$ cat src/design/hyst_pkg.sv
// shared types and constants for the hysteresis edge tracking block
// no dependencies; compiled before every other file of the block
package hyst_pkg;

   // field widths fixed by the block's interface
   localparam int COORD_W    = 9;
   localparam int CLASS_W    = 2;
   localparam int COUNT_W    = 19;
   localparam int CSR_IDX_W  = 1;
   localparam int CSR_DATA_W = 10;

   localparam logic [CSR_DATA_W-1:0] ACTIVE_RESET = 10'd512;

   // configuration register indexes
   localparam logic [CSR_IDX_W-1:0] CSR_ACTIVE_WIDTH  = 1'b0;
   localparam logic [CSR_IDX_W-1:0] CSR_ACTIVE_HEIGHT = 1'b1;

   typedef logic [CLASS_W-1:0] class_type;

   localparam class_type CLS_STRONG   = 2'd0;
   localparam class_type CLS_WEAK     = 2'd1;
   localparam class_type CLS_MID      = 2'd2;
   localparam class_type CLS_RESERVED = 2'd3;

   typedef enum logic [1:0] {
      MODE_WRITE = 2'd0,
      MODE_SEED  = 2'd1,
      MODE_RUN   = 2'd2,
      MODE_READ  = 2'd3
   } mode_type;

   // controller to datapath
   typedef struct packed {
      logic accept;     // request transaction taken this cycle
      logic load_read;  // present store read data as the response
      logic pop;        // read the queue head
      logic center;     // mark popped pixel strong, set up neighbourhood
      logic nb_read;    // read current neighbour
      logic nb_eval;    // promote current neighbour if mid, step on
      logic run_done;   // present promotion count, clear the queue
   } cmd_type;

   // datapath to controller
   typedef struct packed {
      logic rsp_valid;
      logic is_run;
      logic is_read_hit;
      logic q_empty;
      logic nb_empty;
      logic nb_last;
   } stat_type;

endpackage

$ cat src/design/hyst_ctrl.sv
// controller state machine of the hysteresis edge tracking block
// depends on hyst_pkg for the command and status structs
module hyst_ctrl (
   input  logic               clock,
   input  logic               reset,
   input  logic               req_valid,
   input  logic               rsp_ready,
   input  hyst_pkg::stat_type stat,
   output logic               req_ready,
   output hyst_pkg::cmd_type  cmd
);
   import hyst_pkg::*;

   typedef enum logic [5:0] {
      ST_IDLE      = 6'b000001,
      ST_READ_WAIT = 6'b000010,
      ST_POP       = 6'b000100,
      ST_CENTER    = 6'b001000,
      ST_NB_READ   = 6'b010000,
      ST_NB_EVAL   = 6'b100000
   } state_type;

   state_type state_ff, state_in;

   // controller idle, and output slot is free or is being emptied this cycle
   assign req_ready = (state_ff == ST_IDLE) && (!stat.rsp_valid || rsp_ready);

   always_comb begin
      state_in = state_ff;
      cmd      = '0;
      unique case (state_ff)
         ST_IDLE: begin
            if (req_valid && req_ready) begin
               cmd.accept = 1'b1;
               if (stat.is_run) begin
                  state_in = ST_POP;
               end else if (stat.is_read_hit) begin
                  state_in = ST_READ_WAIT;
               end
            end
         end
         ST_READ_WAIT: begin
            cmd.load_read = 1'b1;
            state_in      = ST_IDLE;
         end
         ST_POP: begin
            if (stat.q_empty) begin
               cmd.run_done = 1'b1;
               state_in     = ST_IDLE;
            end else begin
               cmd.pop  = 1'b1;
               state_in = ST_CENTER;
            end
         end
         ST_CENTER: begin
            cmd.center = 1'b1;
            state_in   = stat.nb_empty ? ST_POP : ST_NB_READ;
         end
         ST_NB_READ: begin
            cmd.nb_read = 1'b1;
            state_in    = ST_NB_EVAL;
         end
         ST_NB_EVAL: begin
            cmd.nb_eval = 1'b1;
            state_in    = stat.nb_last ? ST_POP : ST_NB_READ;
         end
         default: begin
            state_in = ST_IDLE;
         end
      endcase
   end

   always_ff @(posedge clock) begin
      if (reset) begin
         state_ff <= ST_IDLE;
      end else begin
         state_ff <= state_in;
      end
   end

endmodule

$ cat config.mk
export PLATFORM = sky130hd
export DESIGN_NAME = hyst_ctrl
export DESIGN_NICKNAME = d
export VERILOG_FILES = /design/src/design/hyst_pkg.sv /design/src/design/hyst_ctrl.sv
export SDC_FILE = /design/constraint.sdc
export NUM_CORES = 1
export LEC_CHECK = 0
export BUFFER_PORTS_ARGS = -buffer_cell sky130_fd_sc_hd__buf_2
export CAP_MARGIN = 20
export CORE_AREA = 2 2 39 41
export CTS_CLUSTER_DIAMETER = 200
export DETAILED_ROUTE_END_ITERATION = 12
export DIE_AREA = 0 0 41 43
export PLACE_DENSITY = 0.56
export SYNTH_ARGS = -nofsm -noshare
export SYNTH_HDL_FRONTEND = slang
export SYNTH_SLANG_ARGS = --single-unit
$ cat constraint.sdc
create_clock -name clock -period 1.4 [get_ports clock]
set_input_delay 0.07 -clock clock [delete_from_list [all_inputs] [get_ports clock]]
set_output_delay 0.07 -clock clock [all_outputs]
set_load 0.01 [all_outputs]
==> summary.txt <==
Outcome
  • Outcome: finished with violations
  • Violations in the final reports: negative setup slack

Power and ir drop
  • Net Sw Frac: about 29%
  • Seq pwr share: between 30 and 40%
  • Power per cell area: around 780 nW/um^2
  • Total leakage power: between 0.3 and 0.4 nW
  • Cell internal pwr: approximately 0.4 mW
  • Clock share of power: 28.2%
  • Worst voltage drop across the vdd grid: approximately 0.31 mV
  • P_sw: around 0.17 mW
  • Portion of total power attributed to combinational logic: slightly below 40%

GRT
  • Overall track demand over capacity in global routing: ~14%
  • Via count of the first global-routing pass: 397
  • Initial antenna violation count: 0
  • Pin count of the biggest net entering global routing: 8
  • First-pass GRT wire length: ~1.6 mm
  • GRT Residual Overflow: 0

Critical path
  • Data arrival time of the worst path: 1.54 ns
  • CP startpoint kind: flop
  • Critical path data required time: 1.33 ns
  • Highest fanout seen on the critical path: 4
  • Worst Path Class, Setup: flop to primary output
  • Critical Path Sink Type: primary output

Timing
  • Worst Max-Slew Pin Slew: approximately 0.26 ns
  • Peak clock frequency supported by timing: about 620 MHz
  • Setup repair after global routing missed its margin: true
  • Maximum clock skew at final layout: 0.000591 ns
  • Ratio of final minimum period to clock period: 115%
  • Worst rel slew slack: around 83%
  • Final Hold Vio Count: 0
  • Final-report max-slew violation count: 0
  • Setup slack of the critical path after layout: -0.209 ns
  • Final setup fails: 11
  • Post-layout minimum cycle time: 1.61 ns
  • Final hold slack: 0.0267 ns

Place
  • Routability-driven placement congestion ratio: between 0.7 and 0.8
  • # placed instances: 86
  • DPL Wire Length: around 780 um
  • Placed standard-cell area: 567 sq um
  • Buffers added on ports: 17

Flow run
  • Maxcap violations: 0

Finish
  • Antenna diode count: 0
  • Final core area utilization: ~53%
  • Number of nets in the final layout: around 90
  • Layout-stage area growth over the synthesis result: 90.6%
  • Biggest registers after layout: state_ff (6)
  • Post-Layout Inst Area: 734 sq um
  • Number of flip-flops in the largest register: 6
  • Largest register by flop count: state_ff
  • Proportion of layout cells with a drive suffix above 1: between 70% and 80%
  • Final Non-Filler Cells: 95

Route
  • Drt first-iter violations: 9
  • Routed vias/inst: just under 5
  • Routed length on met2: roughly 590 um
  • Detailed-route DRC error count: 0
  • Routed Antenna Nets: 0
  • Top metal layer carrying routed signals: met4
  • Wire length after detailed routing: ~1.1 mm
  • Via count: between 400 and 500
  • Average routed wire per standard cell: roughly 12 um
  • DR pass1 iterations: 4
  • Post-Route M1 WL: 453 um
  • Met3 Wirelength: between 50 and 60 um

Clock tree
  • Number of buffers created by CTS: 3
  • Max Buffers Root-to-Sink: 2
  • CTS clock-pin slew for the worst setup and hold paths: 0.05 ns
  • TritonCTS clock tree: yes
  • Clk sinks: 6
  • H-tree level count: 1
  • Clock latency on the worst-skew pair: approximately 0.24 ns
  • Root Buffer Master: sky130_fd_sc_hd__clkbuf_4

Floorplanning
  • Num rows: 14
  • Die footprint: approximately 1800 sq um
  • Die Y-Extent: ~43 um
  • Total I/O pin count: 18
  • Initial core utilization: between 20 and 30%
  • Total core area: ~1400 sq um
  • Die width: 41 um

Yosys
  • Number of warnings reported in the yosys synthesis log: 0
  • Count of distinct cell types in the synthesized netlist: 21
  • Cell area after synthesis: about 390 sq um
  • Average instance area after synthesis: ~8.6 sq um
  • Post-Synthesis Cells: 45
  • Count of state elements after synthesis: 6
  • Number of enable-type register cells in the synthesized netlist: 0
  • Net count after synthesis: between 50 and 60
  • FFs w/ async S/R, synth: 0%
  • Sequential area share after synthesis: 31.2%
  • Synth Flop Type: sky130_fd_sc_hd__dfxtp_1

Worst hold path
  • Class of the tightest hold or removal check: input port to flop
final cells by class:
cell class	count	area (sq um)
Sequential cell	6	131
Inverter	1	3.75
Timing Repair Buffer	31	210
Tap cell	16	20.0
Clock buffer	3	22.5
Fill cell	134	649
Multi-Input combinational cell	38	347
path summary, 6_finish.rpt:
| path | startpoint | endpoint | slack [ns] | cells after the start |
|---|---|---|---|---|
| worst max-delay path | state_ff[3] | cmd[6] | -0.21 | 4 |
| worst min-delay path | stat[2] | state_ff[3] | 0.03 | 2 |
| worst max register to register | state_ff[3] | state_ff[2] | -0.19 | 5 |
| worst min register to register | state_ff[3] | state_ff[3] | 0.60 | 2 |
per-stage QoR:
step | power, mW | setup TNS, ns | setup WS, ns
6_report | 0.571 | -1.72 | -0.209
5_1_grt | 0.607 | -2.51 | -0.261
3_3_place_gp | 0.345 | -0.234 | -0.0547
2_1_floorplan | 0.276 | -0.0183 | -0.0115
3_5_place_dp | 0.344 | -0.250 | -0.0749
4_1_cts | 0.552 | -1.83 | -0.222
routing by layer:
layer / vias to the layer above / GRT usage (%)
li1: 237 / -
met1: 214 / 17.7
met2: 14 / 18.8
met3: 2 / 2.09
met4: 0 / 12.0
met5: - / 0
critical path, stage by stage, from the launching register on:
cell and delay [ns]:
sky130_fd_sc_hd__dfxtp_4 0.34, sky130_fd_sc_hd__or4_4 0.55, sky130_fd_sc_hd__nor2_4 0.12, sky130_fd_sc_hd__and3_4 0.19
sky130_fd_sc_hd__buf_6 0.09
power by group through the flow:
stage / clock network [mW] / logic [mW] / registers [mW]
2_1_floorplan: 0 / 0.0862 / 0.190
3_3_place_gp: 0 / 0.153 / 0.192
3_5_place_dp: 0 / 0.152 / 0.192
4_1_cts: 0.168 / 0.196 / 0.188
5_1_grt: 0.180 / 0.238 / 0.189
6_report: 0.161 / 0.222 / 0.188
what timing repair did:
action / in CTS / in global routing
endpoints found under the setup margin: 13 / 14
pin swaps: 9 / 9
resized for setup: 13 / 11
hold buffers: 0 / 0
buffers inserted: 6 / 0
cell usage after synthesis (2+ instances only):
master	number	area, sq um
sky130_fd_sc_hd__or4_4	2	22.5
sky130_fd_sc_hd__dfxtp_1	6	120
sky130_fd_sc_hd__or2_2	2	12.5
sky130_fd_sc_hd__nor2_1	7	26.3
sky130_fd_sc_hd__a21oi_1	2	10.0
sky130_fd_sc_hd__and3_1	3	18.8
sky130_fd_sc_hd__nor3b_1	2	15.0
sky130_fd_sc_hd__nor3_1	3	15.0
sky130_fd_sc_hd__nand2b_1	4	25.0
sky130_fd_sc_hd__and2_1	2	12.5
sky130_fd_sc_hd__nor3b_2	2	25.0
cells by family after synthesis:
kind of cell / count (synthesis) / synth area share [%]
AOI/OAI and AO/OA: 6 / 12.3
xor gates and xnor gates: 1 / 2.27
and+or+nand+nor: 31 / 53.2
DFF: 6 / 31.2
buffers and inverters: 1 / 0.973
cells in the final DEF, fill, tap and decap left out, drive strengths merged:
| master | count |
|---|---|
| xnor2 | 1 |
| or2 | 2 |
| nor3b | 4 |
| o21ai | 1 |
| nand2b | 4 |
| a21oi | 2 |
| and2 | 2 |
| dfxtp | 6 |
| nor3 | 3 |
| nor2 | 7 |
| or4b | 1 |
| nor4 | 1 |
| a222oi | 1 |
| clkbuf | 3 |
| or4 | 3 |
| or3b | 1 |
| a21boi | 1 |
| buf | 31 |
| inv | 1 |
| a311oi | 1 |
| and3 | 3 |
No activity file was read; power rests on OpenSTA's default activity.
